File: src/rtl/core/osenm_pkg.sv
// ----------------------------------------------------------------------------
// osenm_pkg: shared definitions for the ordered store with nearest-min extract
// Widths, codes, the microcode word format and the control program itself.
// ----------------------------------------------------------------------------
package osenm_pkg;

  // Store geometry.
  localparam int DEPTH   = 64;
  localparam int IDX_W   = $clog2(DEPTH);
  localparam int COUNT_W = $clog2(DEPTH + 1);

  // Transaction fields.
  localparam int VALUE_W  = 32;
  localparam int REF_W    = 7;
  localparam int STATUS_W = 2;
  localparam int FOUND_W  = 6;
  localparam int DIST_W   = (IDX_W > REF_W) ? IDX_W : REF_W;

  localparam int IN_BITS     = VALUE_W + 1 + REF_W;
  localparam int S_TDATA_W   = ((IN_BITS + 7) / 8) * 8;
  localparam int OUT_BITS    = STATUS_W + FOUND_W;
  localparam int M_TDATA_W   = ((OUT_BITS + 7) / 8) * 8;

  // Request kinds carried in tuser.
  localparam logic REQ_APPEND  = 1'b0;
  localparam logic REQ_EXTRACT = 1'b1;

  // Result status codes.
  localparam logic [STATUS_W-1:0] ST_OK      = 2'd0;
  localparam logic [STATUS_W-1:0] ST_REFUSED = 2'd1;
  localparam logic [STATUS_W-1:0] ST_EMPTY   = 2'd2;

  // Datapath operations, one per microcode step.
  typedef enum logic [3:0] {
    OP_NOP,
    OP_LATCH,
    OP_APPEND,
    OP_SET_EMPTY,
    OP_SCAN_INIT,
    OP_SCAN_FIRST,
    OP_SCAN,
    OP_SHIFT_INIT,
    OP_SHIFT,
    OP_EXTRACT_DONE,
    OP_EMIT
  } op_t;

  // Jump conditions.
  typedef enum logic [3:0] {
    C_NONE,
    C_ALWAYS,
    C_NO_INPUT,
    C_APPEND,
    C_EMPTY,
    C_SINGLE,
    C_SCAN_MORE,
    C_SHIFT_NONE,
    C_SHIFT_MORE,
    C_OUT_BUSY
  } cond_t;

  localparam int STEP_W = 4;

  typedef struct packed {
    op_t               op;
    cond_t             cond;
    logic [STEP_W-1:0] target;
  } ucode_t;

  // Status the datapath reports to the sequencer.
  typedef struct packed {
    logic               in_valid;
    logic               is_append;
    logic               empty;
    logic               single;
    logic               scan_more;
    logic               shift_none;
    logic               shift_more;
    logic               out_busy;
    logic [COUNT_W-1:0] count;
  } dp_flags_t;

  // Program addresses.
  localparam logic [STEP_W-1:0] STEP_FETCH      = 4'd0;
  localparam logic [STEP_W-1:0] STEP_DISPATCH   = 4'd1;
  localparam logic [STEP_W-1:0] STEP_CHK_EMPTY  = 4'd2;
  localparam logic [STEP_W-1:0] STEP_SCAN_INIT  = 4'd3;
  localparam logic [STEP_W-1:0] STEP_SCAN_FIRST = 4'd4;
  localparam logic [STEP_W-1:0] STEP_SCAN       = 4'd5;
  localparam logic [STEP_W-1:0] STEP_SHIFT_INIT = 4'd6;
  localparam logic [STEP_W-1:0] STEP_SHIFT      = 4'd7;
  localparam logic [STEP_W-1:0] STEP_DONE       = 4'd8;
  localparam logic [STEP_W-1:0] STEP_APPEND     = 4'd9;
  localparam logic [STEP_W-1:0] STEP_EMPTY      = 4'd10;
  localparam logic [STEP_W-1:0] STEP_EMIT       = 4'd11;
  localparam logic [STEP_W-1:0] STEP_RET        = 4'd12;

  // Control store. A taken jump goes to target, otherwise to the next step.
  function automatic ucode_t ucode_rom(input logic [STEP_W-1:0] step);
    ucode_t w;
    unique case (step)
      STEP_FETCH:      w = '{OP_LATCH,        C_NO_INPUT,   STEP_FETCH};
      STEP_DISPATCH:   w = '{OP_NOP,          C_APPEND,     STEP_APPEND};
      STEP_CHK_EMPTY:  w = '{OP_NOP,          C_EMPTY,      STEP_EMPTY};
      STEP_SCAN_INIT:  w = '{OP_SCAN_INIT,    C_NONE,       STEP_FETCH};
      STEP_SCAN_FIRST: w = '{OP_SCAN_FIRST,   C_SINGLE,     STEP_SHIFT_INIT};
      STEP_SCAN:       w = '{OP_SCAN,         C_SCAN_MORE,  STEP_SCAN};
      STEP_SHIFT_INIT: w = '{OP_SHIFT_INIT,   C_SHIFT_NONE, STEP_DONE};
      STEP_SHIFT:      w = '{OP_SHIFT,        C_SHIFT_MORE, STEP_SHIFT};
      STEP_DONE:       w = '{OP_EXTRACT_DONE, C_ALWAYS,     STEP_EMIT};
      STEP_APPEND:     w = '{OP_APPEND,       C_ALWAYS,     STEP_EMIT};
      STEP_EMPTY:      w = '{OP_SET_EMPTY,    C_NONE,       STEP_FETCH};
      STEP_EMIT:       w = '{OP_EMIT,         C_OUT_BUSY,   STEP_EMIT};
      STEP_RET:        w = '{OP_NOP,          C_ALWAYS,     STEP_FETCH};
      default:         w = '{OP_NOP,          C_ALWAYS,     STEP_FETCH};
    endcase
    return w;
  endfunction

  // Absolute difference of two positions.
  function automatic logic [DIST_W-1:0] pos_dist(input logic [DIST_W-1:0] a,
                                                 input logic [DIST_W-1:0] b);
    return (a > b) ? (a - b) : (b - a);
  endfunction

endpackage

File: src/rtl/core/osenm_sequencer.sv
// ----------------------------------------------------------------------------
// osenm_sequencer: microcode step counter
// Holds the step address, reads the control word and resolves jumps.
// ----------------------------------------------------------------------------
module osenm_sequencer (
  input  logic               clk,
  input  logic               rst,
  input  osenm_pkg::dp_flags_t flags,
  output osenm_pkg::ucode_t  uword
);
  import osenm_pkg::*;

  logic [STEP_W-1:0] step;
  logic [STEP_W-1:0] step_next;
  logic              take_jump;

  assign uword = ucode_rom(step);

  always_comb begin
    unique case (uword.cond)
      C_NONE:       take_jump = 1'b0;
      C_ALWAYS:     take_jump = 1'b1;
      C_NO_INPUT:   take_jump = !flags.in_valid;
      C_APPEND:     take_jump = flags.is_append;
      C_EMPTY:      take_jump = flags.empty;
      C_SINGLE:     take_jump = flags.single;
      C_SCAN_MORE:  take_jump = flags.scan_more;
      C_SHIFT_NONE: take_jump = flags.shift_none;
      C_SHIFT_MORE: take_jump = flags.shift_more;
      C_OUT_BUSY:   take_jump = flags.out_busy;
      default:      take_jump = 1'b1;
    endcase
    step_next = take_jump ? uword.target : step + STEP_W'(1);
  end

  always_ff @(posedge clk) begin
    if (rst) begin
      step <= STEP_FETCH;
    end else begin
      step <= step_next;
    end
  end

endmodule

File: src/rtl/core/osenm_datapath.sv
// ----------------------------------------------------------------------------
// osenm_datapath: entry memory, scan and close-up registers, result register
// Executes one operation per cycle as the control word selects.
// ----------------------------------------------------------------------------
module osenm_datapath (
  input  logic                              clk,
  input  logic                              rst,
  input  osenm_pkg::ucode_t                 uword,
  input  logic                              s_tvalid,
  input  logic [osenm_pkg::S_TDATA_W-1:0]   s_tdata,
  input  logic [0:0]                        s_tuser,
  output logic                              m_tvalid,
  input  logic                              m_tready,
  output logic [osenm_pkg::M_TDATA_W-1:0]   m_tdata,
  output osenm_pkg::dp_flags_t              flags
);
  import osenm_pkg::*;

  logic [VALUE_W-1:0] mem [DEPTH];
  logic [VALUE_W-1:0] rd_data;
  logic [IDX_W-1:0]   rd_addr;
  logic               we;
  logic [IDX_W-1:0]   waddr;
  logic [VALUE_W-1:0] wdata;

  logic               req;
  logic [VALUE_W-1:0] val;
  logic               skip;
  logic [REF_W-1:0]   ref_pos;

  logic [COUNT_W-1:0] count;
  logic [VALUE_W-1:0] best;
  logic [IDX_W-1:0]   pos;
  logic [IDX_W-1:0]   idx;
  logic [STATUS_W-1:0] res_status;
  logic [FOUND_W-1:0]  res_found;

  logic accept;
  logic out_busy;
  logic append_ok;
  logic better;

  assign accept    = s_tvalid && (uword.op == OP_LATCH);
  assign out_busy  = m_tvalid && !m_tready;
  assign append_ok = !skip && (count != COUNT_W'(DEPTH));

  // Nearer-to-reference tie break; the earlier entry keeps equal distances.
  assign better = ($signed(rd_data) < $signed(best)) ||
                  ((rd_data == best) &&
                   (pos_dist(DIST_W'(ref_pos), DIST_W'(idx)) <
                    pos_dist(DIST_W'(pos), DIST_W'(ref_pos))));

  always_comb begin
    flags.in_valid   = s_tvalid;
    flags.is_append  = (req == REQ_APPEND);
    flags.empty      = (count == '0);
    flags.single     = (count == COUNT_W'(1));
    flags.scan_more  = (COUNT_W'(idx) + COUNT_W'(1)) < count;
    flags.shift_none = (COUNT_W'(pos) + COUNT_W'(1)) >= count;
    flags.shift_more = (COUNT_W'(idx) + COUNT_W'(2)) < count;
    flags.out_busy   = out_busy;
    flags.count      = count;
  end

  // Memory port selection.
  always_comb begin
    rd_addr = '0;
    we      = 1'b0;
    waddr   = count[IDX_W-1:0];
    wdata   = val;
    unique case (uword.op)
      OP_SCAN_FIRST: rd_addr = IDX_W'(1);
      OP_SCAN:       rd_addr = idx + IDX_W'(1);
      OP_SHIFT_INIT: rd_addr = pos + IDX_W'(1);
      OP_SHIFT: begin
        rd_addr = idx + IDX_W'(2);
        we      = 1'b1;
        waddr   = idx;
        wdata   = rd_data;
      end
      OP_APPEND:     we = append_ok;
      default:       rd_addr = '0;
    endcase
  end

  always_ff @(posedge clk) begin
    if (we) begin
      mem[waddr] <= wdata;
    end
    rd_data <= mem[rd_addr];
  end

  // Payload registers.
  always_ff @(posedge clk) begin
    if (accept) begin
      val     <= s_tdata[VALUE_W-1:0];
      skip    <= s_tdata[VALUE_W];
      ref_pos <= s_tdata[VALUE_W+REF_W:VALUE_W+1];
      req     <= s_tuser[0];
    end
    unique case (uword.op)
      OP_APPEND: begin
        res_status <= append_ok ? ST_OK : ST_REFUSED;
        res_found  <= '0;
      end
      OP_SET_EMPTY: begin
        res_status <= ST_EMPTY;
        res_found  <= '0;
      end
      OP_SCAN_FIRST: begin
        best <= rd_data;
        pos  <= '0;
        idx  <= IDX_W'(1);
      end
      OP_SCAN: begin
        if (better) begin
          best <= rd_data;
          pos  <= idx;
        end
        idx <= idx + IDX_W'(1);
      end
      OP_SHIFT_INIT: idx <= pos;
      OP_SHIFT:      idx <= idx + IDX_W'(1);
      OP_EXTRACT_DONE: begin
        res_status <= ST_OK;
        res_found  <= FOUND_W'(pos);
      end
      OP_EMIT: begin
        if (!out_busy) begin
          m_tdata <= M_TDATA_W'({res_found, res_status});
        end
      end
      default: ;
    endcase
  end

  // Control registers.
  always_ff @(posedge clk) begin
    if (rst) begin
      count    <= '0;
      m_tvalid <= 1'b0;
    end else begin
      if (uword.op == OP_APPEND && append_ok) begin
        count <= count + COUNT_W'(1);
      end else if (uword.op == OP_EXTRACT_DONE) begin
        count <= count - COUNT_W'(1);
      end
      // A new result may replace one that leaves in the same cycle.
      if (uword.op == OP_EMIT && !out_busy) begin
        m_tvalid <= 1'b1;
      end else if (m_tvalid && m_tready) begin
        m_tvalid <= 1'b0;
      end
    end
  end

endmodule

File: src/rtl/core/ordered_store_extract_nearest_min.sv
// ----------------------------------------------------------------------------
// ordered_store_extract_nearest_min: ordered value store with min extraction
// Appends signed values at the tail and removes the smallest one on request,
// breaking ties toward a reference position.
// ----------------------------------------------------------------------------
//
//   Channel  Dir  Payload
//   -------  ---  ------------------------------------------------------------
//   s_*      in   tuser: req_type; tdata: item_value, skip_append, ref_position
//   m_*      out  tdata: status, found_position
//
// An append transaction is accepted in the fetch step, goes through the
// dispatch and append steps and leaves its result in the emit step; the next
// transaction is accepted once the sequencer is back in the fetch step.
// An extract from an empty store goes from the empty check to the emit step.
// An extract from a store of N entries scans all N entries, one per cycle,
// then moves each entry behind the removed one down by one position, one
// entry per cycle with a read and a write in each, to close the gap.
// Reset clears the step counter, the entry count and the result valid flag;
// the memory is not cleared because only positions below the count are used.
// A result waits in the output register while the next transaction is
// accepted; only a second result stalls the sequencer until m_tready.
//
module ordered_store_extract_nearest_min (
  input  logic                            clk,
  input  logic                            rst,
  input  logic                            s_tvalid,
  output logic                            s_tready,
  // Bits from low: item_value[31:0], skip_append[32], ref_position[39:33].
  input  logic [osenm_pkg::S_TDATA_W-1:0] s_tdata,
  // Bits from low: req_type[0].
  input  logic [0:0]                      s_tuser,
  output logic                            m_tvalid,
  input  logic                            m_tready,
  // Bits from low: status[1:0], found_position[7:2].
  output logic [osenm_pkg::M_TDATA_W-1:0] m_tdata
);
  import osenm_pkg::*;

  ucode_t    uword;
  dp_flags_t flags;

  // The sequencer accepts a new transaction only in its fetch step.
  assign s_tready = (uword.op == OP_LATCH);

  // Step counter and control store.
  osenm_sequencer u_seq (
    .clk   (clk),
    .rst   (rst),
    .flags (flags),
    .uword (uword)
  );

  // Entry memory, scan registers and result register.
  osenm_datapath u_dp (
    .clk      (clk),
    .rst      (rst),
    .uword    (uword),
    .s_tvalid (s_tvalid),
    .s_tdata  (s_tdata),
    .s_tuser  (s_tuser),
    .m_tvalid (m_tvalid),
    .m_tready (m_tready),
    .m_tdata  (m_tdata),
    .flags    (flags)
  );

  // The store never holds more than DEPTH entries.
  a_count_bound: assert property (@(posedge clk) disable iff (rst)
    flags.count <= COUNT_W'(DEPTH))
    else $error("entry count exceeds depth");

  // One transaction at a time: after acceptance the input stays closed.
  a_one_at_a_time: assert property (@(posedge clk) disable iff (rst)
    s_tvalid && s_tready |=> !s_tready)
    else $error("input accepted twice in a row");

  // Only the three defined status codes are ever produced.
  a_status_code: assert property (@(posedge clk) disable iff (rst)
    m_tvalid |-> (m_tdata[1:0] == ST_OK || m_tdata[1:0] == ST_REFUSED ||
                  m_tdata[1:0] == ST_EMPTY))
    else $error("undefined status code");

  // A refused append or an empty extract reports position zero.
  a_found_zero: assert property (@(posedge clk) disable iff (rst)
    m_tvalid && (m_tdata[1:0] != ST_OK) |-> (m_tdata[7:2] == '0))
    else $error("nonzero position with failure status");

endmodule
File: config.mk
export PLATFORM = sky130hd
export DESIGN_NAME = ordered_store_extract_nearest_min
export DESIGN_NICKNAME = d
export VERILOG_FILES = /design/src/rtl/core/osenm_pkg.sv /design/src/rtl/core/osenm_sequencer.sv /design/src/rtl/core/osenm_datapath.sv /design/src/rtl/core/ordered_store_extract_nearest_min.sv
export SDC_FILE = /design/constraint.sdc
export NUM_CORES = 2
export LEC_CHECK = 0
export BUFFER_PORTS_ARGS = -buffer_cell sky130_fd_sc_hd__buf_2
export CAP_MARGIN = 5
export CORE_MARGIN = 10
export CORE_UTILIZATION = 45
export DETAILED_ROUTE_END_ITERATION = 8
export PLACE_DENSITY = 0.58
export SYNTH_ARGS = -nofsm -noshare
export SYNTH_HDL_FRONTEND = slang
export SYNTH_HIERARCHICAL = 1
export SYNTH_SLANG_ARGS = --single-unit
File: constraint.sdc
create_clock -name clk -period 5.5 [get_ports clk]
set_input_delay 1.1 -clock clk [delete_from_list [all_inputs] [get_ports clk]]
set_output_delay 1.1 -clock clk [all_outputs]
set_load 0.02 [all_outputs]
==> results.py <==
metrics = {
    "synthesis": {
        "ys_ff_latch": 2205,
        "synth_top_cell_by_area": "edfxtp_1",
        "synth.avg_cell_area_um2": 13.5,
        "synth-edff-count": 2149,
        "async_reset_ff_frac": 0,
        "synth_ff_type": "edfxtp_1",
        "synth_area_leaders": "edfxtp_1 72%, nand2_1 7.5%, nand3_1 3.7%",
        "yosys_warnings": 6,
        "syn-instance-count": 6687,
        "syn_nets": 6833,
        "syn-cell-area_um2": 90200,
        "synth.distinct_cells": 88,
        "ys_seq_area_frac": 0.728,
        "netlist.area_leader.share": 0.715,
    },
    "floorplanning": {
        "rows": 164,
        "fp.dieH_um": 468,
        "die_width_um": 468,
        "die_area_um2": 219000,
        "coreArea_um2": 200000,
        "top_level_ports": 55,
        "start_util": 0.452,
    },
    "routing": {
        "wl_per_cell_um": 30.0,
        "via_per_inst": 6.07,
        "drt_wl_total_mm": 291,
        "ant_nets": 0,
        "dr.pass1.iters": 6,
        "vias": 59000,
        "remaining_drc_errors": 0,
        "drtIter0Drc": 7907,
    },
    "sta": {
        "relSlewSlack": 0.0812,
        "final.period_utilization": 0.924,
        "setup_viol": 0,
        "skew_ns": 0.0733,
        "max_freq_ghz": 0.197,
        "worstMarginPinSlew_ns": 1.38,
        "hold_viol_final": 0,
        "final_max_slew_viol_count": 0,
        "finalCriticalPeriod_ns": 5.08,
        "setup_tns_ns": 0,
        "rsz0062_at_grt": "false",
        "holdWs_ns": 0.392,
    },
    "power_and_ir_drop": {
        "p_switching_mw": 16.9,
        "internal-power_mw": 33.1,
        "p_leak_nw": 35.8,
        "p_comb_frac": 0.270,
        "pwr-share-seq": 0.429,
        "ir_drop_uv": 320,
        "p_per_area_nw_per_um2": 487,
        "clkPwrFrac": 0.301,
        "netSwitchingFraction": 0.338,
    },
    "clock_tree": {
        "h-tree-depth": 4,
        "cts_resized": 0,
        "cts_tree": "yes",
        "cts_sinks": 2205,
        "post_cts_buffers": 0,
        "clockRootBuffer": "clkbuf_16",
        "clk_path_buf_depth": 3,
        "clk-insertion-delay-late_ns": 0.90,
        "path_clk_slew_ns": 0.06,
        "numCtsBuffers": 223,
        "postCtsHoldBufs": 0,
    },
    "grt": {
        "grt.overflow.total": 0,
        "grt_pass1_wl_mm": 414,
        "antenna_found_initial": 16,
        "grt_max_degree": 128,
        "track_usage": 0.260,
        "grt_pass1_vias": 55794,
    },
    "final_layout": {
        "final_nets": 7006,
        "drive_above_1_share": 0.123,
        "area_growth_pct": 13.9,
    },
    "placement": {
        "place_congestion": 0.913,
        "io_buffers": 54,
        "hpwl_mm": 173,
    },
    "critical_path": {
        "cp.arrival_ns": 5.80,
        "rrSetupSlack_ns": 0.42,
        "critPathRequiredTime_ns": 6.22,
        "end_kind": "register",
        "start_kind": "register",
        "crit_type": "reg2reg",
        "crit_path_max_fanout": 24,
    },
    "run": {
        "drv_cap": 0,
    },
    "run_status": {
        "status": "completed",
    },
    "worst_hold_path": {
        "hp-class": "in2reg",
    },
}
-- registers in the layout, indices dropped and copies added, names as in the netlist --
signal / count
u_dp/req: 1
u_seq/uword: 12
u_dp/res_found: 6
u_dp/res_status: 2
u_dp/val: 32
u_dp/ref_pos: 7
u_dp/m_tdata: 8
u_dp/count: 7
u_dp/rd_data: 32
u_dp/pos: 6
u_dp/mem: 2048
u_dp/skip: 1
u_dp/m_tvalid: 1
u_seq/step: 4
u_dp/best: 32
u_dp/idx: 6
-- power by group through the flow --
stage                     clock, mW  sequential (mW)  combinational, mW
after floorplan                   0             21.4               7.63
after global placement            0             21.8               13.2
after detailed placement          0             21.8               13.2
after CTS                      15.2             21.4               13.3
after global routing           15.9             21.5               14.3
final                          15.1             21.5               13.5
-- cells in the final DEF, fill, tap and decap left out, types with 79 or more instances in the layout --
cell type and instances:
buf_4 270, nand2_1 1761, a311oi_1 208, a31oi_1 84
inv_1 79, clkbuf_16 224, and3_1 164, edfxtp_1 2149
nand3_1 661, mux2i_1 177, ha_1 97
-- cell families after synthesis --
family,Yosys count,share of synthesized area
multiplexers,204,0.0255
adder cells (fa/ha/maj),101,0.0143
flip-flops,2205,0.728
AND/OR/NAND/NOR,2914,0.141
XOR/XNOR,29,0.00282
buffers and inverters,509,0.0272
AO/OA/AOI/OAI,725,0.0617
-- layer usage --
layer	wire length [um]	vias to the layer above	track usage
met5	25	-	0
met4	12100	4	0.101
met3	31400	479	0.0528
met2	129000	3251	0.391
met1	119000	29951	0.374
li1	-	25315	-
-- synthesized netlist by cell type (11+ instances only) --
cell	number
o31ai_1	16
buf_1	29
xnor2_1	25
a211oi_1	50
and2_1	18
mux4_2	18
a32oi_1	40
clkbuf_1	127
o211ai_1	11
nor2_1	112
o221a_2	14
dfxtp_1	56
o22ai_1	22
ha_1	97
buf_6	12
mux2i_1	177
nor2b_1	23
a21oi_1	66
nand4_1	32
nor3_1	36
o21ai_0	56
nand3_1	661
inv_1	79
a221oi_1	21
nand2b_1	26
edfxtp_1	2149
buf_2	219
buf_4	41
nand2_1	1793
and3_1	165
a31oi_1	84
a311oi_1	208
a21o_1	33
-- path summary, 6_finish.rpt --
path,depth (start not counted),endpoint,start
worst min register to register,0,u_dp/m_tdata[5],u_dp/res_found[3]
worst min-delay path,1,u_dp/val[16],s_tdata[16]
worst max register to register,12,u_dp/rd_data[3],u_dp/idx[0]
worst max-delay path,12,u_dp/rd_data[3],u_dp/idx[0]
-- area by class of cell --
type,count,area (um^2)
fill,16587,96900
tap,2656,3320
clock buffer,291,5990
inverter,79,297
multi-input combinational,3973,22800
sequential,2205,65700
timing repair buffer,378,3370
clock inverter,122,1280
antenna,10,25.0
-- metrics by stage --
stage | cell area (um^2) | setup WS [ns] | util | instances | total power [mW]
global placement | 95400 | -0.0258 | 0.478 | 9290 | 34.9
detailed placement | 95400 | 0.485 | 0.478 | 9291 | 35.0
floorplan | 90200 | 0.716 | - | 6687 | 29.0
global route | 103000 | 0.327 | 0.515 | 9713 | 51.7
CTS | 103000 | 0.537 | 0.514 | 9704 | 49.9
finish | 103000 | 0.416 | 0.515 | 9714 | 50.0
-- critical path, cell delays in order (launching register included) --
cell       delay [ns]
edfxtp_1         0.42
buf_4            0.20
ha_1             0.37
mux2i_4          0.52
a2bb2oi_4        0.57
buf_4            0.45
buf_4            0.39
nand2_1          0.10
a311oi_1         0.29
a311oi_1         0.08
a31oi_1          0.42
o22ai_1          0.49
a211oi_1         0.60
Note: power is estimated with default switching activity, not from simulation.
